[config.mk]
export PLATFORM = sky130hd
export DESIGN_NAME = lfs_cordic_stage
export DESIGN_NICKNAME = d
export VERILOG_FILES = /design/src/hw/rtl/lfs_pkg.sv /design/src/hw/rtl/lfs_cordic_stage.sv
export SDC_FILE = /design/constraint.sdc
export NUM_CORES = 1
export LEC_CHECK = 0
export BUFFER_PORTS_ARGS = -buffer_cell sky130_fd_sc_hd__buf_2
export CAP_MARGIN = 5
export CORE_UTILIZATION = 55
export CTS_CLUSTER_DIAMETER = 150
export DETAILED_ROUTE_END_ITERATION = 8
export GPL_TIMING_DRIVEN = 0
export PLACE_DENSITY = 0.88
export SLEW_MARGIN = 20
export SYNTH_ARGS = -nofsm -noshare
export SYNTH_HDL_FRONTEND = slang
export SYNTH_SLANG_ARGS = --single-unit
[constraint.sdc]
create_clock -name clk_i -period 0.8 [get_ports clk_i]
set_input_delay 0.12 -clock clk_i [delete_from_list [all_inputs] [get_ports clk_i]]
set_output_delay 0.12 -clock clk_i [all_outputs]
set_load 0.01 [all_outputs]
[src/hw/rtl/lfs_pkg.sv]
// Shared constants, arctangent table and pipeline payload type for the steering block.
package lfs_pkg;

  // Default CORDIC iteration count and the length of the arctangent table.
  localparam int CordicStepsDef = 16;
  localparam int TableLen       = 24;

  // Internal widths: x/y carry the 2^8 prescale plus CORDIC growth, z is Q.20.
  localparam int XW = 28;
  localparam int ZW = 25;
  localparam int PosW  = 16;

  localparam int Prescale = 8;
  localparam int AngFrac  = 20;

  localparam logic signed [ZW-1:0] PiQ20   = ZW'(3294199);
  localparam logic        [19:0]   InvKQ20 = 20'd636751;

  localparam logic [16:0] DistMax = 17'd131071;
  localparam logic signed [19:0] AngMax = 20'sd65535;
  localparam logic signed [19:0] AngMin = -20'sd65536;

  // Configuration register defaults and indexes.
  localparam logic [15:0] GainRst = 16'd19661;
  localparam logic [15:0] TolRst  = 16'd3072;
  localparam logic        RegGain = 1'b0;
  localparam logic        RegTol  = 1'b1;

  // atan(2^-i) rounded to Q.20
  localparam logic signed [ZW-1:0] AtanQ20 [TableLen] = '{
    ZW'(823550), ZW'(486170), ZW'(256879), ZW'(130396),
    ZW'(65451),  ZW'(32757),  ZW'(16383),  ZW'(8192),
    ZW'(4096),   ZW'(2048),   ZW'(1024),   ZW'(512),
    ZW'(256),    ZW'(128),    ZW'(64),     ZW'(32),
    ZW'(16),     ZW'(8),      ZW'(4),      ZW'(2),
    ZW'(1),      ZW'(0),      ZW'(0),      ZW'(0)
  };

  // Payload carried through the CORDIC stages.
  typedef struct packed {
    logic                   zero;
    logic signed [XW-1:0]   x;
    logic signed [XW-1:0]   y;
    logic signed [ZW-1:0]   z;
    logic signed [PosW-1:0] hd;
  } cordic_t;

endpackage

[src/hw/rtl/lfs_cordic_stage.sv]
// One registered CORDIC vectoring iteration.
module lfs_cordic_stage #(
  parameter int STEP = 0
) (
  input  logic             clk_i,
  input  logic             rst_ni,
  input  logic             valid_i,
  input  lfs_pkg::cordic_t data_i,
  output logic             valid_o,
  output lfs_pkg::cordic_t data_o
);

  logic             valid_q;
  lfs_pkg::cordic_t data_d, data_q;
  logic signed [lfs_pkg::XW-1:0] xs, ys;

  always_comb begin
    xs     = data_i.x >>> STEP;
    ys     = data_i.y >>> STEP;
    data_d = data_i;
    if (!data_i.y[lfs_pkg::XW-1]) begin
      data_d.x = data_i.x + ys;
      data_d.y = data_i.y - xs;
      data_d.z = data_i.z + lfs_pkg::AtanQ20[STEP];
    end else begin
      data_d.x = data_i.x - ys;
      data_d.y = data_i.y + xs;
      data_d.z = data_i.z - lfs_pkg::AtanQ20[STEP];
    end
  end

  always_ff @(posedge clk_i or negedge rst_ni) begin
    if (!rst_ni) begin
      valid_q <= 1'b0;
    end else begin
      valid_q <= valid_i;
    end
  end

  always_ff @(posedge clk_i) begin
    data_q <= data_d;
  end

  assign valid_o = valid_q;
  assign data_o  = data_q;

endmodule

==> impl_metrics.ini, run 1 <==
[run_status]
flow.stopped_at = global routing (5_1_grt)
status = stopped before the end
tool.error = [ERROR GRT-0232] Routing congestion too high. Check the congestion heatmap in the GUI.

[clocking]
cts_sinks = 98
cts_root_buf = clkbuf_16
numCtsBuffers = 9
htree_levels = 3
cts_buffer_depth = 2

[placement]
hpwl_microns = 18130
io_buffers = 199
post-place-ws_ps = -2280
place_congestion = 0.9891
placedInstanceArea_sq_mm = 0.009373

[synth]
synthCells = 924
ys_seq_area_share_pct = 25.37
syn-num-nets = 1141
synth_warnings = 0
syn_area_sq_mm = 0.007754
synthArstFlopShare_pct = 1.020
synth_top_flop_cell = dfxtp_1
synthDistinctLibCells = 81
ys_ff_latch = 98
synth_enable_flop_cells = 0
syn_area_per_cell_sq_um = 8.391

[timing]
grt-worst-endpoint = data_o[95]$_DFF_P_/D
endpoint_type = register data pin

[die]
rows = 43
dieWidth_microns = 120.7
ios = 200
die_h_microns = 120.7
initial_utilization_pct = 56.08

[global_route]
grt.overflow.total = 34
track_usage_pct = 72.41
grt_start_max_net_pins = 20
==> repair_timing <==
action                     4_1_cts
hold buffers                    22
gates cloned                     2
pin swaps                      112
resized for setup              229
setup buffers                   76
setup endpoints to repair      176
hold endpoints to repair        22
==> cells by family after synthesis <==
family	Yosys count	synth area share (%)
buffers and inverters	136	7.375
multiplexers	10	1.291
AO/OA/AOI/OAI	312	26.93
XOR/XNOR	75	8.472
adder cells (fa/ha/maj)	116	19.11
flip-flops	98	25.37
AND/OR/NAND/NOR	177	11.46
==> cells in the mapped netlist, types with 3 or more instances <==
library cell / number / area, sq um
inv_1: 93 / 349.1
o21bai_1: 24 / 180.2
a211o_1: 4 / 35.03
o21ai_0: 51 / 255.2
o211ai_1: 6 / 45.04
nor2b_1: 12 / 75.07
fa_1: 4 / 80.08
o31ai_1: 5 / 37.54
and3_1: 3 / 18.77
xnor2_1: 61 / 534.3
or4_1: 3 / 22.52
ha_1: 112 / 1401
a21o_1: 33 / 247.7
o21ai_1: 7 / 35.03
a31oi_1: 11 / 68.82
nand4_1: 5 / 31.28
a211oi_2: 4 / 50.05
a21oi_1: 109 / 545.5
clkinv_1: 3 / 11.26
nor2_1: 45 / 168.9
nor4_1: 3 / 18.77
clkbuf_1: 13 / 48.80
or2_2: 6 / 37.54
nand3_1: 13 / 65.06
nand2b_1: 6 / 37.54
xor2_1: 14 / 122.6
buf_6: 3 / 33.78
o21a_1: 5 / 37.54
nor3_1: 18 / 90.09
buf_2: 16 / 80.08
o2111ai_1: 3 / 26.28
nand2_1: 47 / 176.4
a211oi_1: 11 / 82.58
and4_1: 4 / 35.03
dfxtp_1: 97 / 1942
mux2i_1: 10 / 100.1
buf_4: 5 / 37.54
==> layer usage <==
metal	track usage (%)	overflow
met5	20.96	0
met4	72.69	18
met3	55.09	1
met1	71.90	0
met2	91.13	15
==> per-stage QoR <==
step / utilization (%) / cells / hold WS (ps) / setup TNS, ps
4_1_cts: 83.03 / 1410 / 17.51 / -85510
3_5_place_dp: 67.79 / 1303 / -98.35 / -119590
3_3_place_gp: 67.79 / 1303 / -105.7 / -116610
2_1_floorplan: - / 924 / -175.6 / -73100
==> run 2: changes to the inputs <==
--- a/config.mk
+++ b/config.mk
@@ -7,11 +7,10 @@
 export LEC_CHECK = 0
 export BUFFER_PORTS_ARGS = -buffer_cell sky130_fd_sc_hd__buf_2
 export CAP_MARGIN = 5
-export CORE_UTILIZATION = 55
-export CTS_CLUSTER_DIAMETER = 150
+export CORE_UTILIZATION = 40
 export DETAILED_ROUTE_END_ITERATION = 8
 export GPL_TIMING_DRIVEN = 0
-export PLACE_DENSITY = 0.88
+export PLACE_DENSITY_LB_ADDON = 0.15
 export SLEW_MARGIN = 20
 export SYNTH_ARGS = -nofsm -noshare
 export SYNTH_HDL_FRONTEND = slang
==> run 2 against run 1 <==
Effect of this change: the flow now finishes, with violations (setup timing); area after synthesis unchanged; synthesized cell count unchanged.
==> impl_metrics.ini, run 2 <==
[global_route]
antenna_found_initial = 0
grt_use_met1_pct = 33.29
grt_pass1_wl_microns = 40130
grt_start_max_net_pins = 19
grt_pass1_vias = 7558
top_usage_layer = met2
use_met2_pct = 44.06
use_met3_pct = 3.940
grt.overflow.total = 0
track_usage_pct = 25.92

[critical_path]
start_kind = input pin
crit_chain = buf_12 -> inv_8 -> ha_4 -> fa_2 -> nand4b_1 -> and3_4 -> o211a_4 -> o41ai_4 -> o41ai_4 -> o21ai_2 -> a41o_1 -> o211ai_2 -> xnor2_1
crit_top_cell = o41ai_4
cp_data_required_time_ps = 1050
critPathCaptureType = flip-flop
cpMaxStageDelayCell = fa_2
crit_type = in2reg
worstPathMaxFanout = 3
cp.arrival_ps = 2540
max_stage_delay_ps = 370

[die]
dieArea_sq_mm = 0.01994
rows = 50
initial_utilization_pct = 41.18
die_h_microns = 141.2
core_area_sq_mm = 0.01883
dieWidth_microns = 141.2
ios = 200

[pwr]
pwr_density_cell_mw_per_mm2 = 1660
p_clk_share_pct = 22.5
internal_power_mw = 13.45
finalPower_mw = 21.23
p_sw_mw = 7.782
irDropWorstVdd_uv = 1082
p_leak_nw = 5.696
comb_power_share_pct = 47.9
p_sw_share_pct = 36.65
seqPwrFrac_pct = 29.5

[detailed_routing]
wirelength_microns = 27910
vias = 8172
drt_pre_antenna_iters = 6
drtAntennaViolNets = 0
drt_iter0_drc = 466
viasPerCell = 5.387
drc = 0
wire_per_inst_microns = 18.40

[layout]
fillCellCount = 1463
drive_gt1_share_pct = 51.79
largest_reg_flops = 97
final_cell_mix = buf_2, buf_6, ha_1
fin_nets = 1467
layout_commonest_cell = buf_2
syn2layout_area_growth_pct = 64.98

[clocking]
htree_levels = 3
numCtsBuffers = 9
cts_root_buf = clkbuf_16
cts_sinks = 98
clkTransAtPathRegs_ps = 80
cts_tree = built
cts_buffer_depth = 2

[timing]
setup_ws_ps = -1497
clock.fmax_ghz = 0.4354
maxSlewHeadroom_pct = 62.31
drv_slew = 0
setup_violations = 173
worstMarginPinSlew_ps = 560.6
hold_viol_final = 0
rsz0062_at_grt = true
fin_crit_sh_pct = 287.1
period_needed_ps = 2297

[placement]
place_congestion = 0.9694
io_buffers = 199
post-place-ws_ps = -2286
hpwl_microns = 18800

[synth]
synthTopCellsByArea = dfxtp_1, ha_1, a21oi_1
synth_top_area_cell = dfxtp_1
synth_warnings = 0
syn-num-nets = 1141
synth_most_common_cell = ha_1
syn_area_per_cell_sq_um = 8.391
yosysTopAreaCellShare_pct = 25.04
synth_top_flop_cell = dfxtp_1
synthTopCellsByCount = ha_1, a21oi_1, dfxtp_1, inv_1, xnor2_1
syn_area_sq_mm = 0.007754
ys_ff_latch = 98
synthCells = 924
synthArstFlopShare_pct = 1.020
synth_enable_flop_cells = 0
synthDistinctLibCells = 81
ys_seq_area_share_pct = 25.37

[job]
cap_viol_max_count = 0

[run_status]
status = complete, but fails checks
violations = setup timing

[min_path]
whs_path_depth = 3
min_path_type = in2reg
[run 2: cell counts after synthesis]
Identical to the previous run, type by type.
[run 2: worst max-delay path: cells and delay by family]
family,cells,cell delay [ps]
compound gates,6,1230
xor+xnor,1,150
fa+ha+maj,2,520
buf+inv,2,120
simple gates,2,400
[run 2: routing by layer]
layer	part of all wire (%)	vias up
li1	-	3879
met1	41	3823
met2	48	388
met3	7.8	82
met4	3.5	0
met5	0	-
[run 2: path summary, 6_finish.rpt]
| path | startpoint | end | slack, ps |
|---|---|---|---|
| max in group asynchronous | rst_ni | valid_o$_DFF_PN0_ | 650 |
| min in group asynchronous | rst_ni | valid_o$_DFF_PN0_ | 60 |
| worst max-delay path | data_i[41] | data_o[67]$_DFF_P_ | -1500 |
| worst min-delay path | data_i[69] | data_o[69]$_DFF_P_ | 20 |
[run 2: layout make-up]
type                            count  area, sq um  area share (%)
Clock inverter                      7        83.83          0.6553
Inverter                           97        441.7           3.453
Sequential cell                    98         2022           15.81
Clock buffer                        9        225.2           1.761
Antenna cell                        2        5.005         0.03912
Timing Repair Buffer              320         2590           20.25
Tap cell                          260        325.3           2.543
Multi-Input combinational cell    690         6706           52.43
Buffer                             34        392.9           3.071
[run 2: logic make-up (layout without fill, tap and decap cells)]
kind of cell	after synthesis	count (layout)	synth area share, %
AO/OA/AOI/OAI	312	312	26.93
XOR/XNOR	75	75	8.472
adder cells (fa/ha/maj)	116	116	19.11
buffers and inverters	136	467	7.375
flip-flops	98	98	25.37
multiplexers	10	10	1.291
other	0	2	0
AND/OR/NAND/NOR	177	177	11.46
[run 2: what timing repair did]
| action | CTS | global route |
|---|---|---|
| cloned | 2 | 0 |
| setup buffers | 57 | 46 |
| pin swaps | 93 | 130 |
| hold buffers | 22 | 0 |
| resized for setup | 208 | 285 |
| setup endpoints to repair | 176 | 175 |
| endpoints found under the hold margin | 23 | 0 |
[run 2: stage by stage]
step	instance area [sq um]	TNS, ps	hold WS [ps]	util [%]	std cells
final	12790	-82670	18.79	67.93	1517
after global placement	9473	-121510	-106.0	50.31	1383
after detailed placement	9473	-121160	-103.7	50.31	1383
after global routing	12790	-89500	18.77	67.91	1515
after floorplan	8152	-73100	-175.6	-	924
after CTS	11380	-83720	9.685	60.42	1475
[run 2: power groups by stage]
stage                     Combinational, mW  Clock, mW  Sequential (mW)
final                                  10.2       4.79             6.27
after detailed placement               6.96          0             6.16
after global routing                   10.8       5.09             6.37
after floorplan                        3.95          0             6.74
after CTS                              8.44       4.88             6.09
after global placement                 6.96          0             6.16
Power figures use the tool's default switching activity.
